$ cat config.mk
export PLATFORM = sky130hd
export DESIGN_NAME = wsts_front
export DESIGN_NICKNAME = d
export VERILOG_FILES = /design/src/rtl/wsts_pkg.sv /design/src/rtl/wsts_front.sv
export SDC_FILE = /design/constraint.sdc
export NUM_CORES = 1
export LEC_CHECK = 0
export BUFFER_PORTS_ARGS = -buffer_cell sky130_fd_sc_hd__buf_2
export CAP_MARGIN = 10
export CORE_MARGIN = 1
export CORE_UTILIZATION = 25
export DETAILED_ROUTE_END_ITERATION = 7
export GPL_ROUTABILITY_DRIVEN = 0
export PLACE_DENSITY = 0.47
export SLEW_MARGIN = 5
export SYNTH_ARGS = -nofsm -noshare
export SYNTH_HDL_FRONTEND = slang
export SYNTH_SLANG_ARGS = --single-unit
$ cat constraint.sdc
create_clock -name clk -period 6.15 [get_ports clk]
set_input_delay 0.615 -clock clk [delete_from_list [all_inputs] [get_ports clk]]
set_output_delay 0.615 -clock clk [all_outputs]
set_load 0.02 [all_outputs]
$ cat src/rtl/wsts_pkg.sv
`default_nettype none
// ----------------------------------------------------------------------------
// wsts_pkg: shared types and constants for the weighted sum-tree sampler
// Node layout: leaves at 0..LEAVES-1, each higher level follows, root last.
// ----------------------------------------------------------------------------
package wsts_pkg;
	localparam int LEAVES     = 1024;
	localparam int LEAF_WIDTH = 24;
	localparam int LEVELS     = $clog2(LEAVES);
	localparam int NODES      = 2 * LEAVES - 1;
	localparam int NODE_W     = $clog2(NODES);
	localparam int LEAF_IDX_W = LEVELS;
	localparam int SUM_W      = 34;
	localparam int IDX_W      = 10;
	localparam int RATE_W     = 24;
	localparam int LVL_W      = $clog2(LEVELS + 1);

	typedef enum logic [1:0] {
		KIND_SET    = 2'd0,
		KIND_SELECT = 2'd1,
		KIND_READ   = 2'd2,
		KIND_CLEAR  = 2'd3
	} kind_t;

	typedef struct packed {
		kind_t                  kind;
		logic [LEAF_IDX_W-1:0]  leaf;
		logic [SUM_W-1:0]       amount;
	} cmd_t;

	typedef enum logic [2:0] {
		ST_IDLE,
		ST_CLEAR,
		ST_RD,
		ST_WAIT,
		ST_STEP,
		ST_DONE
	} state_t;
endpackage
`default_nettype wire

$ cat src/rtl/wsts_front.sv
`default_nettype none
// ----------------------------------------------------------------------------
// wsts_front: input decode and command queue
// Saturates set rates, wraps indexes, and buffers commands in a 2-entry FIFO.
// ----------------------------------------------------------------------------
module wsts_front (
	input  wire                  clk,
	input  wire                  arst_n,
	input  wire                  s_tvalid,
	output logic                 s_tready,
	input  wire  [47:0]          s_tdata,
	output logic                 q_valid,
	input  wire                  q_pop,
	output wsts_pkg::cmd_t       q_cmd
);
	localparam logic [wsts_pkg::SUM_W-1:0] LEAF_MAX =
		wsts_pkg::SUM_W'((64'd1 << wsts_pkg::LEAF_WIDTH) - 64'd1);

	wsts_pkg::cmd_t        fifo_q [2];
	logic                  wr_ptr_q, rd_ptr_q;
	logic [1:0]            cnt_q;
	wsts_pkg::cmd_t        cmd_in;
	logic [9:0]            idx_in;
	logic [wsts_pkg::SUM_W-1:0] amt_in;
	logic                  push;

	assign idx_in = s_tdata[11:2];
	assign amt_in = s_tdata[45:12];

	always_comb begin
		cmd_in.kind   = wsts_pkg::kind_t'(s_tdata[1:0]);
		cmd_in.leaf   = idx_in[wsts_pkg::LEAF_IDX_W-1:0];
		cmd_in.amount = amt_in;
		if (cmd_in.kind == wsts_pkg::KIND_SET && amt_in > LEAF_MAX) begin
			cmd_in.amount = LEAF_MAX;
		end
	end

	assign s_tready = (cnt_q != 2'd2);
	assign push     = s_tvalid && s_tready;
	assign q_valid  = (cnt_q != 2'd0);
	assign q_cmd    = fifo_q[rd_ptr_q];

	always_ff @(posedge clk) begin
		if (push) begin
			fifo_q[wr_ptr_q] <= cmd_in;
		end
	end

	always_ff @(posedge clk or negedge arst_n) begin
		if (!arst_n) begin
			wr_ptr_q <= 1'b0;
			rd_ptr_q <= 1'b0;
			cnt_q    <= 2'd0;
		end else begin
			if (push) wr_ptr_q <= ~wr_ptr_q;
			if (q_pop) rd_ptr_q <= ~rd_ptr_q;
			cnt_q <= cnt_q + 2'(push) - 2'(q_pop);
		end
	end
endmodule
`default_nettype wire

==> flow_summary.toml <==
[power]
power_density_nw_per_um2 = 455
power_mw = 2.16
vdd_ir_drop_max_v = 0.000178
p_leak_nw = 1.74

[yosys]
yosys.area.top_type_share_pct = 73.1
seq_area_frac_synth_pct = 75.8
ys_warn_count = 0
synth_area_per_cell_um2 = 18.9
synth_edf_count = 92
synth_commonest_cells = "edfxtp_1, mux2_2, or2_1, nor2b_1"
synthFlopType = "edfxtp_1"
yosysMostFrequentCell = "edfxtp_1"
synth_area_um2 = 3780
syn-num-nets = 254
synth_cell_types = 18
synthTopCellsByArea = "edfxtp_1, mux2_2, or2_1"
synthCells = 200
synthArstFlopShare_pct = 4.17
yosysTopAreaCell = "edfxtp_1"
yosys_register_bits = 96

[clock_tree]
clockBufferDepth = 2
cts_tree = "built"
numCtsBuffers = 9
cts_resized = 0
holdBufCountCts = 0
insertion_delay_ns = 0.34
cts-htree-levels = 3
cts_root_buffer = "clkbuf_16"
post_cts_buffers = 0
cts_sinks = 96
clk_pin_slew_worst_paths_ns = 0.07

[hold_path]
hold_path_class = "in2async"

[detailed_routing]
via_per_inst = 4.14
postRouteWirelength_um = 7420
drt-initial-drc-count = 98
detail_route.first_pass.iterations = 6
vias = 2045
wl_per_cell_um = 15.0
ant_nets = 0
drcViolationCount = 14

[floorplanning]
die_y_um = 125
die_area_um2 = 15600
die_x_um = 125
ioPinCount = 100
initial_utilization_pct = 25.8
core_um2 = 14600
std_cell_rows = 44

[finish]
drive_above_1_share_pct = 54.8
num_antenna_cells = 0
fillers = 1466
post-route-util_pct = 32.5
finalNonFillerCells = 494
multiInputGateArea_um2 = 885
ff_latch_area_um2 = 2860
layout.nets = 359
area_growth_pct = 26.0

[worst_setup_path]
crit_type = "reg2out"
timing.rr.end = "fifo_q[0][23]$_DFFE_PP_"
cpPeakStageDelay_ns = 0.61
timing.rr.start = "cnt_q[1]$_DFF_PN0_"
r2r_cells = 4
startpoint_type = "flip-flop"
cp_num_buf_inv = 2
required_ns = 5.53
critPathMaxFanout = 31
r2r_setup_slack_ns = 4.12
startpoint = "rd_ptr_q$_DFFE_PN0P_"
worstPathArrival_ns = 2.03
crit_family = "buffers and inverters"
cp.depth = 3
path_cells = "buf_4 -> mux2_2 -> buf_2"
worstSetupEndpointType = "output port"
cp_slowest_cell = "dfrtp_2"
endpoint = "q_cmd[18]"

[timing]
finalCritPeriodShare_pct = 42.9
maxSlewViolCount = 0
slew_headroom_pct = 50.8
fmax_ghz = 0.379
clock_skew_ns = 0.00809
tightestPinTransition_ns = 0.735
finalSetupViolCount = 0
layout_min_cycle_time_ns = 2.64
hold_slack_ns = 0.0676
hold_violations = 0
tns_ns = 0
rsz0062_at_grt = "no"

[status]
status = "complete, but fails checks"
failed_checks = "design-rule violations"

[placed_design]
placed_cells = 477
dp_hpwl_um = 4680
io_buffers = 97

[global_route]
grt_pass1_wl_um = 11500
grt_pass1_vias = 2125
grt_antenna_before_repair = 0
gr-usage-all-layers_pct = 10.1
grt-ovfl-total = 0
grt_max_degree = 32

[flow_run]
drv_cap = 0
==> area by class of cell <==
| class | instances | area share, % |
|---|---|---|
| clock buffers | 10 | 4.81 |
| clock inverters | 6 | 0.552 |
| inverters | 1 | 0.0788 |
| multi-input cells | 96 | 18.6 |
| flip-flops and latches | 96 | 60.2 |
| well taps | 184 | 4.84 |
| repair buffers | 101 | 11.0 |
==> cell usage in the layout, fill, tap and decap left out <==
master,n
nand2_1,1
dfrtp_1,3
xnor2_1,3
buf_2,97
dfrtp_2,1
buf_4,3
nor2b_1,10
edfxtp_1,92
nand2b_1,1
or2_2,5
xor2_1,1
nor2_1,2
inv_1,1
clkinv_1,3
ha_1,2
clkinv_2,3
clkbuf_16,9
a311oi_4,1
buf_8,1
nor2_4,1
and3_2,1
mux2_2,46
clkbuf_1,1
nor4_2,2
or2_1,20
==> report_power, final <==
part / total (mW) / internal (mW) / switching (mW)
registers: 0.951 / 0.896 / 0.0549
logic: 0.720 / 0.284 / 0.436
clock network: 0.494 / 0.268 / 0.226
total: 2.16 / 1.45 / 0.717
==> metal layers <==
layer / vias up / track usage, % / part of all wire, %
met3: 10 / 3.59 / 6.1
met2: 62 / 16.4 / 48
met4: 0 / 5.60 / 2.1
met1: 1007 / 11.8 / 43
met5: - / 0 / 0
li1: 966 / - / -
==> sequential cells by signal, summed over array words and instances, names as in the netlist <==
register / cells
rd_ptr_q: 1
wr_ptr_q: 1
cnt_q: 2
fifo_q: 92
==> cells by family (layout without fill, tap and decap cells) <==
kind of cell,Yosys count,after routing,synth area share (%)
AO/OA/AOI/OAI,1,1,0.397
XOR/XNOR,4,4,0.927
adder cells (fa/ha/maj),2,2,0.662
buffers and inverters,8,118,1.36
flip-flops,96,96,75.8
multiplexers,46,46,13.7
AND/OR/NAND/NOR,43,43,7.19
==> through the flow <==
| stage | instance area [um^2] | setup WS [ns] |
|---|---|---|
| after floorplan | 3780 | 3.01 |
| after global placement | 4490 | 3.76 |
| after detailed placement | 4490 | 3.74 |
| after CTS | 4750 | 3.37 |
| after global routing | 4760 | 3.34 |
| final | 4760 | 3.51 |
==> worst register-to-register path: stages, from the launching register on <==
cell	delay, ns
dfrtp_1	0.40
nand2b_1	0.12
nand2_1	0.14
nor2_4	0.49
buf_4	0.50
==> worst min-delay path by stage <==
stage          startpoint                 end  slack (ns)  cells past startpoint
4_1_cts            arst_n  cnt_q[1]$_DFF_PN0_        0.05                      1
2_1_floorplan      arst_n  cnt_q[0]$_DFF_PN0_        0.32                      0
3_3_place_gp       arst_n  cnt_q[0]$_DFF_PN0_        0.43                      1
6_report           arst_n  cnt_q[1]$_DFF_PN0_        0.07                      1
5_1_grt            arst_n  cnt_q[1]$_DFF_PN0_        0.06                      1
3_5_place_dp       arst_n  cnt_q[0]$_DFF_PN0_        0.43                      1
Power figures use the tool's default switching activity.
